## src/rtl/pgw_pkg.sv

```systemverilog
package pgw_pkg;

  localparam int VA_W    = 48;
  localparam int PA_W    = 52;
  localparam int ENTRY_W = 64;
  localparam int IDX_W   = 9;
  localparam int LVL_W   = 2;

  // Command codes on the input channel.
  localparam logic CMD_START = 1'b0;
  localparam logic CMD_ENTRY = 1'b1;

  // Result kinds.
  localparam logic KIND_READ = 1'b0;
  localparam logic KIND_DONE = 1'b1;

  // Table levels, named by the entry that is awaited.
  localparam logic [LVL_W-1:0] LVL_TOP = 2'd0;
  localparam logic [LVL_W-1:0] LVL_L2  = 2'd1;
  localparam logic [LVL_W-1:0] LVL_L3  = 2'd2;
  localparam logic [LVL_W-1:0] LVL_L4  = 2'd3;

  // Entry flag positions.
  localparam int PRESENT_BIT = 0;
  localparam int LARGE_BIT   = 7;

  // Page offset masks for 1 GiB, 2 MiB and 4 KiB pages.
  localparam logic [VA_W-1:0] OFF_1G = 48'h0000_3FFF_FFFF;
  localparam logic [VA_W-1:0] OFF_2M = 48'h0000_001F_FFFF;
  localparam logic [VA_W-1:0] OFF_4K = 48'h0000_0000_0FFF;

  typedef struct packed {
    logic              busy;
    logic [LVL_W-1:0]  level;
    logic [VA_W-1:0]   va;
  } walk_st_t;

  typedef struct packed {
    logic             kind;
    logic [PA_W-1:0]  phys_addr;
    logic             fault;
  } result_t;

  // Nine-bit table index of a virtual address for a given level.
  function automatic logic [IDX_W-1:0] level_index(input logic [VA_W-1:0] va,
                                                   input logic [LVL_W-1:0] lvl);
    logic [IDX_W-1:0] idx;
    case (lvl)
      LVL_TOP: idx = va[47:39];
      LVL_L2:  idx = va[38:30];
      LVL_L3:  idx = va[29:21];
      LVL_L4:  idx = va[20:12];
      default: idx = va[47:39];
    endcase
    return idx;
  endfunction

  // Byte address of an entry: table base plus eight times the index, mod 2^52.
  function automatic logic [PA_W-1:0] entry_addr(input logic [PA_W-1:0] base,
                                                 input logic [IDX_W-1:0] idx);
    return base + {{(PA_W-IDX_W-3){1'b0}}, idx, 3'b000};
  endfunction

endpackage

```

## src/rtl/pgw_if.sv

```systemverilog
interface pgw_item_if;
  logic                          valid;
  logic                          ready;
  logic                          cmd;
  logic [pgw_pkg::VA_W-1:0]      virt_addr;
  logic [pgw_pkg::ENTRY_W-1:0]   entry_data;

  modport source (output valid, output cmd, output virt_addr, output entry_data,
                  input ready);
  modport sink (input valid, input cmd, input virt_addr, input entry_data,
                output ready);
endinterface

interface pgw_result_if;
  logic                      valid;
  logic                      ready;
  logic                      kind;
  logic [pgw_pkg::PA_W-1:0]  phys_addr;
  logic                      fault;

  modport source (output valid, output kind, output phys_addr, output fault,
                  input ready);
  modport sink (input valid, input kind, input phys_addr, input fault,
                output ready);
endinterface

interface pgw_cfg_if;
  logic                      valid;
  logic                      ready;
  logic [pgw_pkg::PA_W-1:0]  data;

  modport source (output valid, output data, input ready);
  modport sink (input valid, input data, output ready);
endinterface

```

## src/rtl/pgw_step.sv

```systemverilog
module pgw_step (
  input  logic                         cmd,
  input  logic [pgw_pkg::VA_W-1:0]     virt_addr,
  input  logic [pgw_pkg::ENTRY_W-1:0]  entry_data,
  input  logic [pgw_pkg::PA_W-1:0]     root_base,
  input  pgw_pkg::walk_st_t            st,
  output pgw_pkg::walk_st_t            st_nxt,
  output logic                         emit,
  output pgw_pkg::result_t             res
);

  logic                         present;
  logic                         is_large;
  logic [pgw_pkg::PA_W-1:0]     frame;
  logic [pgw_pkg::VA_W-1:0]     off_mask;
  logic [pgw_pkg::PA_W-1:0]     page_pa;
  logic [pgw_pkg::LVL_W-1:0]    next_lvl;

  assign present  = entry_data[pgw_pkg::PRESENT_BIT];
  assign is_large = entry_data[pgw_pkg::LARGE_BIT];
  assign frame    = {entry_data[51:12], 12'h000};
  assign next_lvl = st.level + 2'd1;

  always_comb begin
    case (st.level)
      pgw_pkg::LVL_L2: off_mask = pgw_pkg::OFF_1G;
      pgw_pkg::LVL_L3: off_mask = pgw_pkg::OFF_2M;
      default:         off_mask = pgw_pkg::OFF_4K;
    endcase
  end

  // Large-page frames may carry low bits; they take part in the sum.
  assign page_pa = frame + {{(pgw_pkg::PA_W-pgw_pkg::VA_W){1'b0}}, st.va & off_mask};

  always_comb begin
    st_nxt        = st;
    emit          = 1'b0;
    res.kind      = pgw_pkg::KIND_READ;
    res.phys_addr = '0;
    res.fault     = 1'b0;
    if (cmd == pgw_pkg::CMD_START) begin
      if (!st.busy) begin
        st_nxt.busy   = 1'b1;
        st_nxt.level  = pgw_pkg::LVL_TOP;
        st_nxt.va     = virt_addr;
        emit          = 1'b1;
        res.phys_addr = pgw_pkg::entry_addr(root_base,
                          pgw_pkg::level_index(virt_addr, pgw_pkg::LVL_TOP));
      end
    end else if (st.busy) begin
      emit = 1'b1;
      if (!present || (st.level == pgw_pkg::LVL_TOP && is_large)) begin
        st_nxt.busy  = 1'b0;
        st_nxt.level = pgw_pkg::LVL_TOP;
        res.kind     = pgw_pkg::KIND_DONE;
        res.fault    = 1'b1;
      end else if (is_large || st.level == pgw_pkg::LVL_L4) begin
        st_nxt.busy   = 1'b0;
        st_nxt.level  = pgw_pkg::LVL_TOP;
        res.kind      = pgw_pkg::KIND_DONE;
        res.phys_addr = page_pa;
      end else begin
        st_nxt.level  = next_lvl;
        res.phys_addr = pgw_pkg::entry_addr(frame,
                          pgw_pkg::level_index(st.va, next_lvl));
      end
    end
  end

endmodule

```

## src/rtl/pgw_out_reg.sv

```systemverilog
module pgw_out_reg (
  input  logic               clk,
  input  logic               rst_n,
  input  logic               load,
  input  pgw_pkg::result_t   res,
  output logic               can_load,
  pgw_result_if.source       out_ch
);

  logic              valid_r;
  logic              valid_nxt;
  pgw_pkg::result_t  data_r;

  assign can_load = !valid_r || out_ch.ready;

  always_comb begin
    valid_nxt = valid_r;
    if (load) begin
      valid_nxt = 1'b1;
    end else if (out_ch.ready) begin
      valid_nxt = 1'b0;
    end
  end

  always_ff @(posedge clk) begin
    if (!rst_n) begin
      valid_r <= 1'b0;
    end else begin
      valid_r <= valid_nxt;
    end
  end

  always_ff @(posedge clk) begin
    if (load) begin
      data_r <= res;
    end
  end

  assign out_ch.valid     = valid_r;
  assign out_ch.kind      = data_r.kind;
  assign out_ch.phys_addr = data_r.phys_addr;
  assign out_ch.fault     = data_r.fault;

endmodule

```

## src/rtl/four_level_page_walker.sv

```systemverilog
// Four-level page table walker for 48-bit virtual addresses. Software writes
// the physical base of the top-level table on the cfg channel while the block
// is idle. A start transfer (cmd 0) latches the virtual address and produces a
// read request (kind 0) for the top-level entry. The memory side answers each
// request with an entry transfer (cmd 1); the walker then requests the next
// level's entry or produces a finished translation (kind 1) carrying the
// physical address, or fault 1 with address zero for a non-present entry or a
// large page at the top level. A start during a walk and an entry outside a
// walk are taken and dropped without a result. Each input transfer is handled
// in the cycle it is accepted, and its result appears in the output register
// in the following cycle; the block takes one transfer per cycle, and stalls
// only while that output register holds a result the sink has not taken.
module four_level_page_walker (
  input  logic          clk,
  input  logic          rst_n,
  pgw_cfg_if.sink       cfg_ch,
  pgw_item_if.sink      in_ch,
  pgw_result_if.source  out_ch
);

  logic [pgw_pkg::PA_W-1:0]  root_r;
  pgw_pkg::walk_st_t         st_r;
  pgw_pkg::walk_st_t         st_nxt;
  logic                      emit;
  pgw_pkg::result_t          res;
  logic                      can_load;
  logic                      in_xfer;

  // Root always writable; the user must write it only while idle, unchecked.
  assign cfg_ch.ready = 1'b1;

  always_ff @(posedge clk) begin
    if (!rst_n) begin
      root_r <= '0;
    end else if (cfg_ch.valid) begin
      root_r <= cfg_ch.data;
    end
  end

  // An input transfer is accepted whenever the output register is free or is
  // being emptied in the same cycle, so results can stream back to back.
  assign in_ch.ready = can_load;
  assign in_xfer     = in_ch.valid && can_load;

  pgw_step u_step (
    .cmd        (in_ch.cmd),
    .virt_addr  (in_ch.virt_addr),
    .entry_data (in_ch.entry_data),
    .root_base  (root_r),
    .st         (st_r),
    .st_nxt     (st_nxt),
    .emit       (emit),
    .res        (res)
  );

  // Walk state advances only on an accepted transfer.
  always_ff @(posedge clk) begin
    if (!rst_n) begin
      st_r <= '0;
    end else if (in_xfer) begin
      st_r <= st_nxt;
    end
  end

  pgw_out_reg u_out (
    .clk      (clk),
    .rst_n    (rst_n),
    .load     (in_xfer && emit),
    .res      (res),
    .can_load (can_load),
    .out_ch   (out_ch)
  );

`ifndef SYNTH
  // A start during a walk must leave the saved address untouched.
  a_start_busy_keeps_va: assert property (@(posedge clk) disable iff (!rst_n)
    in_xfer && in_ch.cmd == pgw_pkg::CMD_START && st_r.busy
    |=> st_r.busy && st_r.va == $past(st_r.va))
    else $error("start during a walk disturbed the walk state");

  // A finished translation ends the walk.
  a_done_goes_idle: assert property (@(posedge clk) disable iff (!rst_n)
    in_xfer && emit && res.kind == pgw_pkg::KIND_DONE |=> !st_r.busy)
    else $error("walker still busy after a finished translation");

  // A read request keeps the walker busy.
  a_read_stays_busy: assert property (@(posedge clk) disable iff (!rst_n)
    in_xfer && emit && res.kind == pgw_pkg::KIND_READ |=> st_r.busy)
    else $error("walker idle after issuing a read request");

  // A fault is always a finished translation with address zero.
  a_fault_form: assert property (@(posedge clk) disable iff (!rst_n)
    out_ch.valid && out_ch.fault
    |-> out_ch.kind == pgw_pkg::KIND_DONE && out_ch.phys_addr == '0)
    else $error("malformed fault result");
`endif

endmodule
```

## src/flat_wrapper.sv

```systemverilog
// flat-port wrapper written by rule: the top's interface ports become plain ports
module four_level_page_walker_flat 
  (clk, rst_n, cfg_ch_valid, cfg_ch_data, cfg_ch_ready, in_ch_valid, in_ch_cmd, in_ch_virt_addr, in_ch_entry_data, in_ch_ready, out_ch_valid, out_ch_kind, out_ch_phys_addr, out_ch_fault, out_ch_ready);
  pgw_cfg_if cfg_ch_i ();
  pgw_item_if in_ch_i ();
  pgw_result_if out_ch_i ();
  input  logic clk;
  input  logic rst_n;
  input wire logic [$bits(cfg_ch_i.valid)-1:0] cfg_ch_valid;
  input wire logic [$bits(cfg_ch_i.data)-1:0] cfg_ch_data;
  output wire logic [$bits(cfg_ch_i.ready)-1:0] cfg_ch_ready;
  input wire logic [$bits(in_ch_i.valid)-1:0] in_ch_valid;
  input wire logic [$bits(in_ch_i.cmd)-1:0] in_ch_cmd;
  input wire logic [$bits(in_ch_i.virt_addr)-1:0] in_ch_virt_addr;
  input wire logic [$bits(in_ch_i.entry_data)-1:0] in_ch_entry_data;
  output wire logic [$bits(in_ch_i.ready)-1:0] in_ch_ready;
  output wire logic [$bits(out_ch_i.valid)-1:0] out_ch_valid;
  output wire logic [$bits(out_ch_i.kind)-1:0] out_ch_kind;
  output wire logic [$bits(out_ch_i.phys_addr)-1:0] out_ch_phys_addr;
  output wire logic [$bits(out_ch_i.fault)-1:0] out_ch_fault;
  input wire logic [$bits(out_ch_i.ready)-1:0] out_ch_ready;
  assign cfg_ch_i.valid = cfg_ch_valid;
  assign cfg_ch_i.data = cfg_ch_data;
  assign cfg_ch_ready = cfg_ch_i.ready;
  assign in_ch_i.valid = in_ch_valid;
  assign in_ch_i.cmd = in_ch_cmd;
  assign in_ch_i.virt_addr = in_ch_virt_addr;
  assign in_ch_i.entry_data = in_ch_entry_data;
  assign in_ch_ready = in_ch_i.ready;
  assign out_ch_valid = out_ch_i.valid;
  assign out_ch_kind = out_ch_i.kind;
  assign out_ch_phys_addr = out_ch_i.phys_addr;
  assign out_ch_fault = out_ch_i.fault;
  assign out_ch_i.ready = out_ch_ready;
  four_level_page_walker u_core (.clk(clk), .rst_n(rst_n), .cfg_ch(cfg_ch_i), .in_ch(in_ch_i), .out_ch(out_ch_i));
endmodule
```

## config.mk

```make
export PLATFORM = sky130hd
export DESIGN_NAME = four_level_page_walker_flat
export DESIGN_NICKNAME = d
export VERILOG_FILES = /design/src/rtl/pgw_pkg.sv /design/src/rtl/pgw_if.sv /design/src/rtl/pgw_step.sv /design/src/rtl/pgw_out_reg.sv /design/src/rtl/four_level_page_walker.sv /design/src/flat_wrapper.sv
export SDC_FILE = /design/constraint.sdc
export NUM_CORES = 1
export LEC_CHECK = 0
export ABC_AREA = 1
export BUFFER_PORTS_ARGS = -buffer_cell sky130_fd_sc_hd__buf_2
export CORE_ASPECT_RATIO = 0.6
export CORE_UTILIZATION = 35
export DETAILED_ROUTE_END_ITERATION = 16
export PLACE_DENSITY = 0.56
export RECOVER_POWER = 50
export SYNTH_ARGS = -nofsm -noshare
export SYNTH_HDL_FRONTEND = slang
export SYNTH_SLANG_ARGS = --single-unit
```

## constraint.sdc

```tcl
create_clock -name clk -period 12.4 [get_ports clk]
set_input_delay 2.48 -clock clk [delete_from_list [all_inputs] [get_ports clk]]
set_output_delay 2.48 -clock clk [all_outputs]
set_load 0.01 [all_outputs]
```

==> results.sh, run 1 <==
export IMPL_grt_max_degree=81
export IMPL_gp_congestion=0.984
export IMPL_start_util_pct=35.9
export IMPL_core_region_area_um2=29000
export IMPL_cp_required_ps=12760
export IMPL_vdd_ir_drop_max_v=0.0000743
export IMPL_insertion_delay_ps=450
export IMPL_worstMarginPinSlew_ps=3210
export IMPL_layout_min_cycle_time_ps=6110
export IMPL_h_tree_depth=4
export IMPL_synth_common_cells="469 x nand2_1, 198 x inv_1, 169 x nand3_1"
export IMPL_maxCapViolCount=4
export IMPL_rsz0062_at_grt="no"
export IMPL_path_max_fanout=80
export IMPL_yosysSeqAreaShare_pct=33.8
export IMPL_hp_start="u_core.st_r[7]"
export IMPL_dp_hpwl_mm=31.7
export IMPL_via_per_inst=5.17
export IMPL_cts_setup_buffers=0
export IMPL_clk_path_buf_depth=2
export IMPL_run_status="complete, but fails checks"
export IMPL_critPathLaunch="cfg_ch_valid"
export IMPL_max_freq_mhz=164
export IMPL_ctsHoldBuffers=0
export IMPL_seq_area_um2=3520
export IMPL_cts_tree="yes"
export IMPL_routedWlPerCell_um=18.1
export IMPL_synth_nets=1814
export IMPL_slew_viol_final=193
export IMPL_grt_pass1_vias=10200
export IMPL_grt_overflow_total=0
export IMPL_async_flop_share_pct=0
export IMPL_io_pins=227
export IMPL_dieArea_um2=30500
export IMPL_multi_input_area_um2=5850
export IMPL_synth_top_area_share_pct=18.3
export IMPL_hold_viol=0
export IMPL_post_synth_top_count_cell="nand2_1"
export IMPL_track_usage_pct=26.5
export IMPL_cp_data_arrival_time_ps=6470
export IMPL_cts_clk_slew_worst_paths_ps=70
export IMPL_synth_seq_cells=149
export IMPL_ctsResizeCount=0
export IMPL_syn2layout_area_growth_pct=17.1
export IMPL_end_kind="flip-flop"
export IMPL_syn_area_um2=10400
export IMPL_whs_ps=459
export IMPL_period_share_pct=49.3
export IMPL_tns_ps=0
export IMPL_start_kind="primary input"
export IMPL_power_density_nw_per_um2=104
export IMPL_finalSetupViolations=0
export IMPL_drc=0
export IMPL_final_antenna_net_count=0
export IMPL_violations="max-capacitance violations, max-slew violations"
export IMPL_syn_instance_count=1609
export IMPL_ys_types=50
export IMPL_yosysWarnings=0
export IMPL_path_class="primary input to flip-flop"
export IMPL_wl_mm=39.8
export IMPL_cts_sinks=149
export IMPL_ctsRootBufferMaster="clkbuf_16"
export IMPL_slew_headroom_pct=-114
export IMPL_fp_dieH_um=136
export IMPL_rows=48
export IMPL_buffer_ports_inserted=203
export IMPL_fp_dieW_um=225
export IMPL_drt_iter0_drc=1183
export IMPL_rr_startpoint="u_core.st_r[48]"
export IMPL_synth_area_leaders="dfxtp_1 18%, nand2_1 17%, edfxtp_1 16%"
export IMPL_vias=11400
export IMPL_n_fill_cell=3158
export IMPL_grt_pass1_wl_mm=59.8
export IMPL_final_nets=1987
export IMPL_synth_edf_count=54
export IMPL_cts_inserted_buffers=17
export IMPL_dr_pass1_iters=6
export IMPL_synth_top_area_cell="dfxtp_1"
export IMPL_synth_flop_cell="dfxtp_1"
export IMPL_drive_above_1_share_pct=13.1
export IMPL_fin_worst_skew_ps=12.9
export IMPL_hp_class="flip-flop to flip-flop"
export IMPL_avgSynthCellArea_um2=6.48
export IMPL_leakagePower_nw=5.70
export IMPL_antenna_found_initial=1
==> routing by layer <==
| metal | vias up | global-route usage (%) | routed length [um] |
|---|---|---|---|
| li1 | 5637 | - | - |
| met4 | 0 | 6.24 | 556 |
| met1 | 5207 | 40.6 | 20100 |
| met5 | - | 0 | 0 |
| met2 | 474 | 36.2 | 15500 |
| met3 | 40 | 6.70 | 3690 |
==> registers in the layout (all words and copies together), names as in the netlist <==
| signal | count |
|---|---|
| u_core.root_r | 52 |
| u_core.u_out.out_ch.phys_addr | 52 |
| u_core.st_r | 42 |
| u_core.u_out.out_ch.fault | 1 |
| u_core.u_out.out_ch.kind | 1 |
| u_core.u_out.out_ch.valid | 1 |
==> cell type report <==
type,instances,share of cell area [%]
Sequential cell,149,28.9
Clock buffer,19,3.63
Timing Repair Buffer,211,8.12
Multi-Input combinational cell,1193,47.9
Antenna cell,1,0.0205
Tap cell,400,4.10
Clock inverter,13,0.892
Inverter,210,6.46
==> worst max-delay path: stages <==
cell	delay, ps
clkbuf_1	420
clkinv_1	120
clkbuf_1	2260
o21ai_0	790
a21oi_1	310
==> cells in the final DEF, fill, tap and decap left out, types with 3 or more instances in the layout <==
cell type | synthesis | final
o21ai_1 | 9 | 9
nor3_1 | 24 | 24
nand3b_1 | 5 | 5
edfxtp_1 | 54 | 54
buf_2 | 10 | 144
nand2_2 | 12 | 12
inv_2 | 9 | 7
nand4_1 | 53 | 53
xor2_1 | 3 | 3
xnor2_1 | 5 | 5
o21ai_0 | 90 | 90
nand2_1 | 469 | 469
or2_2 | 5 | 5
inv_8 | 0 | 3
o211ai_1 | 7 | 7
clkbuf_16 | 0 | 17
nor3_2 | 6 | 6
clkinv_1 | 3 | 3
nor2_1 | 148 | 149
a21oi_1 | 101 | 101
clkbuf_1 | 41 | 63
nand3_2 | 7 | 6
and2_1 | 5 | 5
inv_6 | 0 | 4
buf_4 | 3 | 5
a32o_1 | 7 | 7
inv_1 | 198 | 200
ha_1 | 33 | 33
nor2_2 | 7 | 6
dfxtp_1 | 95 | 95
nor3_4 | 3 | 3
nor2_4 | 3 | 3
nand3_1 | 169 | 170
==> final timing paths <==
check	endpoint	slack, ps	cells past startpoint
min	u_core.st_r[7]	460	2
max reg2reg	u_core.u_out.out_ch.phys_addr[22]	8820	8
max	u_core.root_r[43]	6290	5
min reg2reg	u_core.st_r[7]	460	2
==> where the power goes <==
part | switching (mW) | internal, mW | total (mW)
Clock | 0.235 | 0.267 | 0.502
Combinational | 0.135 | 0.0647 | 0.200
Sequential | 0.0245 | 0.542 | 0.566
Total | 0.394 | 0.874 | 1.27
==> per-stage QoR <==
| step | area (um2) | power [mW] | worst slack (ps) | utilization, % | instances |
|---|---|---|---|---|---|
| floorplan | 10400 | 0.687 | 6150 | - | 1609 |
| global placement | 11700 | 0.776 | 7080 | 40.5 | 2163 |
| detailed placement | 11700 | 0.778 | 7080 | 40.5 | 2163 |
| CTS | 12300 | 1.28 | 7070 | 42.4 | 2195 |
| global route | 12200 | 1.33 | 5940 | 42.1 | 2195 |
| finish | 12200 | 1.27 | 6290 | 42.1 | 2196 |
==> logic make-up after synthesis <==
family,after synthesis,share of synthesized area [%]
adders and majority gates,35,4.35
other,1,0.0360
buffers and inverters,267,10.0
AOI/OAI and AO/OA,226,11.7
DFF,149,33.8
xor gates and xnor gates,8,0.672
and+or+nand+nor,923,39.4
Note: power is estimated with default switching activity, not from simulation.
==> inputs of run 2 (changes only) <==
Settings changed: PLACE_DENSITY 0.56 to 0.59.
Clock period 12.4 ns to 5.55 ns, I/O delays scaled along.
==> run 2 against run 1 <==
Compared with the run above:
- the run still ends with max-capacitance violations, max-slew violations left
- register-to-register slack lost 6800 ps
- clock skew grew 3.8 ps
- core utilization up 0.27 points
- setup slack worse by 4500 ps
- hold slack improved by 0.89 ps
- non-clock buffer count grew 1
- clock power is 150% higher
- clock-buffer cell count up 1
- critical path type unchanged
==> results.sh, run 2 (synthesized netlist as in run 1, its figures left out) <==
export IMPL_run_status="complete, but fails checks"
export IMPL_violations="max-capacitance violations, max-slew violations"
export IMPL_syn2layout_area_growth_pct=17.9
export IMPL_p_clk_share_pct=41.7
export IMPL_reg2reg_depth=8
export IMPL_cts_clk_slew_worst_paths_ps=70
export IMPL_layout_min_cycle_time_ps=3780
export IMPL_reg2reg_slack_ps=1990
export IMPL_vdd_ir_drop_max_v=0.000181
export IMPL_period_share_pct=68.2
export IMPL_whs_ps=460
export IMPL_wl_mm=39.7
export IMPL_gp_congestion=0.967
export IMPL_ctsRootBufferMaster="clkbuf_16"
export IMPL_grt_pass1_wl_mm=59.4
export IMPL_placed_cells=2164
export IMPL_hold_viol=0
export IMPL_buffer_ports_inserted=203
export IMPL_power_internal_mw=2.04
export IMPL_fp_dieW_um=225
export IMPL_fin_cells=2196
export IMPL_cts_sinks=149
export IMPL_path_max_fanout=33
export IMPL_grt_overflow_total=0
export IMPL_cts_inserted_buffers=17
export IMPL_grt_max_degree=56
export IMPL_via_per_inst=5.21
export IMPL_start_kind="primary input"
export IMPL_maxCapViolCount=2
export IMPL_antenna_found_initial=0
export IMPL_cts_setup_buffers=0
export IMPL_slew_headroom_pct=-10.7
export IMPL_start_util_pct=35.9
export IMPL_hp_class="flip-flop to flip-flop"
export IMPL_dp_hpwl_mm=31.7
export IMPL_track_usage_pct=26.1
export IMPL_finalSetupViolations=0
export IMPL_ctsHoldBuffers=0
export IMPL_max_freq_mhz=264
export IMPL_combPwrFrac_pct=15.2
export IMPL_insertion_delay_ps=450
export IMPL_fp_dieH_um=136
export IMPL_slew_viol_final=79
export IMPL_grt_pass1_vias=10200
export IMPL_most_common_layout_cells="469 x nand2_1, 200 x inv_1, 169 x nand3_1, 148 x nor2_1, 146 x buf_2"
export IMPL_dieArea_um2=30500
export IMPL_final_nets=1988
export IMPL_power_switching_mw=0.897
export IMPL_final_antenna_net_count=0
export IMPL_routedWlPerCell_um=18.1
export IMPL_final_common_cell="nand2_1"
export IMPL_cts_tree="yes"
export IMPL_rows=48
export IMPL_cp_required_ps=5740
export IMPL_switching_share_pct=30.5
export IMPL_leakagePower_nw=5.74
export IMPL_end_kind="flip-flop"
export IMPL_core_region_area_um2=29000
export IMPL_drt_iter0_drc=1301
export IMPL_vias=11400
export IMPL_io_pins=227
export IMPL_h_tree_depth=4
export IMPL_seqPwrFrac_pct=43.1
export IMPL_rsz0062_at_grt="no"
export IMPL_dr_pass1_iters=5
export IMPL_ctsResizeCount=0
export IMPL_tns_ps=0
export IMPL_clk_path_buf_depth=2
export IMPL_fin_worst_skew_ps=16.7
export IMPL_drc=0
export IMPL_num_antenna_cells=0
export IMPL_drive_above_1_share_pct=13.4
export IMPL_cp_data_arrival_time_ps=3970
export IMPL_worstMarginPinSlew_ps=1660
export IMPL_path_class="primary input to flip-flop"
export IMPL_min_delay_path_depth=2
export IMPL_power_density_nw_per_um2=239
[run 2: through the flow]
stage	power (mW)	setup slack, ps	area (um2)	util, %
2_1_floorplan	1.54	667	10400	-
3_5_place_dp	1.74	1950	11800	40.5
4_1_cts	2.96	2260	12400	42.6
6_report	2.94	1770	12300	42.3
3_3_place_gp	1.74	2000	11800	40.5
5_1_grt	3.05	1490	12300	42.3
[run 2: cell type report]
cell class	count	area, um2
clock buffers	20	479
clock inverters	12	130
fillers	3142	16700
inverters	210	788
multi-input cells	1193	5860
flip-flops and latches	149	3520
well taps	400	500
repair buffers	212	1000
[run 2: final timing paths]
path	startpoint	end
setup reg to reg	u_core.st_r[48]	u_core.u_out.out_ch.phys_addr[34]
hold reg to reg	u_core.st_r[7]	u_core.st_r[7]
hold / removal	u_core.st_r[7]	u_core.st_r[7]
setup / recovery	in_ch_entry_data[7]	u_core.u_out.out_ch.phys_addr[34]
[run 2: layer usage]
metal,track usage [%],vias to the layer above,share of wire [%]
li1,-,5629,-
met1,40.3,5278,50
met2,35.8,493,39
met3,5.77,35,9.0
met4,6.20,0,1.6
met5,0,-,0
[run 2: worst max-delay path: stages]
cell	delay, ps
buf_2	130
nor2_1	1180
inv_2	710
buf_4	430
nand3_1	110
nand2_1	60
nand3_1	90
nand2_1	110
[run 2: power groups by stage]
stage / Clock [mW] / Combinational (mW) / Sequential (mW)
2_1_floorplan: 0 / 0.252 / 1.28
3_3_place_gp: 0 / 0.447 / 1.29
3_5_place_dp: 0 / 0.452 / 1.29
4_1_cts: 1.24 / 0.454 / 1.26
5_1_grt: 1.28 / 0.496 / 1.27
6_report: 1.23 / 0.448 / 1.27
==> inputs of run 3 (changes only) <==
Clock period 5.55 ns to 3.3 ns, I/O delays scaled along.
==> run 3 against run 2 <==
Compared with the run above:
- the run now ends clean
- clock skew down 3.3 ps
- hold slack worse by 29 ps
- register-to-register slack worse by 1800 ps
- die area stayed put
- cell area rose by 0.17%
- highest routed layer unchanged
- critical path type is now flip-flop to flip-flop
==> results.sh, run 3 (synthesized netlist as in run 1, its figures left out) <==
export IMPL_path_max_fanout=19
export IMPL_switching_share_pct=31.0
export IMPL_drt_iter0_drc=1261
export IMPL_cts_tree="yes"
export IMPL_rsz0062_at_grt="no"
export IMPL_maxCapViolCount=0
export IMPL_drive_above_1_share_pct=13.9
export IMPL_period_share_pct=95.3
export IMPL_leakagePower_nw=5.75
export IMPL_gp_congestion=0.991
export IMPL_run_status="complete, no violations"
export IMPL_io_pins=227
export IMPL_wl_mm=39.7
export IMPL_end_kind="flip-flop"
export IMPL_fin_cells=2208
export IMPL_cp_data_arrival_time_ps=3490
export IMPL_most_common_layout_cells="469 x nand2_1, 200 x inv_1, 169 x nand3_1, 149 x nor2_1, 147 x buf_2"
export IMPL_dp_hpwl_mm=31.9
export IMPL_placed_cells=2176
export IMPL_h_tree_depth=4
export IMPL_cts_inserted_buffers=17
export IMPL_hold_viol=0
export IMPL_core_region_area_um2=29000
export IMPL_antenna_found_initial=0
export IMPL_start_util_pct=35.9
export IMPL_final_antenna_net_count=0
export IMPL_vias=11500
export IMPL_power_switching_mw=1.47
export IMPL_layout_min_cycle_time_ps=3140
export IMPL_critPathSlowestCell="nor2_1"
export IMPL_syn2layout_area_growth_pct=18.1
export IMPL_via_per_inst=5.19
export IMPL_dr_pass1_iters=6
export IMPL_combPwrFrac_pct=16.0
export IMPL_dieArea_um2=30500
export IMPL_routedWlPerCell_um=18.0
export IMPL_cts_clk_slew_worst_paths_ps=70
export IMPL_critical_path_top_delay_family="simple AND/OR/NAND/NOR gates"
export IMPL_final_nets=2000
export IMPL_cts_sinks=149
export IMPL_crit_chain="inv_1 > ha_1 > nor2_1 > inv_1 > nor4_1 > nor2_1 > a211oi_1"
export IMPL_post_place_ws_ps=179
export IMPL_stdcell_area_um2=12300
export IMPL_final_common_cell="nand2_1"
export IMPL_slew_viol_final=0
export IMPL_fp_dieW_um=225
export IMPL_clk_path_buf_depth=2
export IMPL_power_density_nw_per_um2=385
export IMPL_seqPwrFrac_pct=44.9
export IMPL_grt_pass1_vias=10100
export IMPL_max_freq_mhz=318
export IMPL_critPathBufInv=2
export IMPL_hp_class="primary input to flip-flop"
export IMPL_grt_max_degree=49
export IMPL_slew_headroom_pct=21.7
export IMPL_ctsRootBufferMaster="clkbuf_16"
export IMPL_path_class="flip-flop to flip-flop"
export IMPL_track_usage_pct=25.9
export IMPL_fp_dieH_um=136
export IMPL_finalSetupViolations=0
export IMPL_rows=48
export IMPL_cts_setup_buffers=0
export IMPL_drc=0
export IMPL_cp_required_ps=3650
export IMPL_fin_worst_skew_ps=13.4
export IMPL_max_stage_delay_ps=800
export IMPL_power_internal_mw=3.27
export IMPL_grt_pass1_wl_mm=58.8
export IMPL_grt_overflow_total=0
export IMPL_tns_ps=0
export IMPL_insertion_delay_ps=450
export IMPL_num_antenna_cells=0
export IMPL_buffer_ports_inserted=203
export IMPL_vdd_ir_drop_max_v=0.000282
export IMPL_place_area_um2=11900
export IMPL_worstMarginPinSlew_ps=1170
export IMPL_start_kind="flip-flop"
export IMPL_fin_ws_ps=156
export IMPL_p_clk_share_pct=39.1
export IMPL_p_total_mw=4.74
run 3: cell types whose count changed in the layout (fill, tap and decap cells not counted), sizes merged:
cell and change:
bufinv -1, buf +10, clkinv +4, clkinvlp +2, inv -3
run 3: final timing paths:
check | startpoint | to | slack [ps] | depth (start not counted)
worst min-delay path | cfg_ch_data[3] | u_core.root_r[3] | 430 | 3
worst max register to register | u_core.st_r[50] | u_core.st_r[48] | 160 | 7
worst max-delay path | u_core.st_r[50] | u_core.st_r[48] | 160 | 7
worst min register to register | u_core.st_r[7] | u_core.st_r[7] | 460 | 2
run 3: per-stage QoR:
step / hold slack, ps / util (%)
after floorplan: 430 / -
after global placement: 441 / 40.9
after detailed placement: 448 / 40.9
after CTS: 415 / 42.7
after global routing: 428 / 42.4
final: 432 / 42.4
run 3: metal layers:
metal	GRT usage, %	wire length [um]	vias up
li1	-	-	5657
met1	40.4	19800	5273
met2	36.3	15800	497
met3	5.01	3760	25
met4	4.65	373	0
met5	0	0	-
run 3: worst reg2reg max path, stage by stage (launching register included):
cell,delay (ps)
dfxtp_1,370
inv_1,620
ha_1,370
nor2_1,800
inv_1,270
nor4_1,320
nor2_1,70
a211oi_1,210
run 3: timing repair:
item	in CTS	in global routing
hold buffers	0	0
resized for setup	0	2
setup endpoints to repair	0	9
run 3: power by group through the flow:
| stage | combinational (mW) | sequential [mW] | clock [mW] |
|---|---|---|---|
| final | 0.757 | 2.13 | 1.85 |
| after global routing | 0.837 | 2.14 | 1.94 |
| after CTS | 0.774 | 2.13 | 1.88 |
| after detailed placement | 0.770 | 2.16 | 0 |
| after global placement | 0.761 | 2.17 | 0 |
| after floorplan | 0.426 | 2.16 | 0 |
run 3: cell type report:
type | count | area (um2)
clock buffer | 18 | 439
clock inverter | 14 | 100
fill | 3135 | 16700
inverter | 210 | 788
multi-input combinational | 1193 | 5860
sequential | 149 | 3520
tap | 400 | 500
timing repair buffer | 224 | 1090
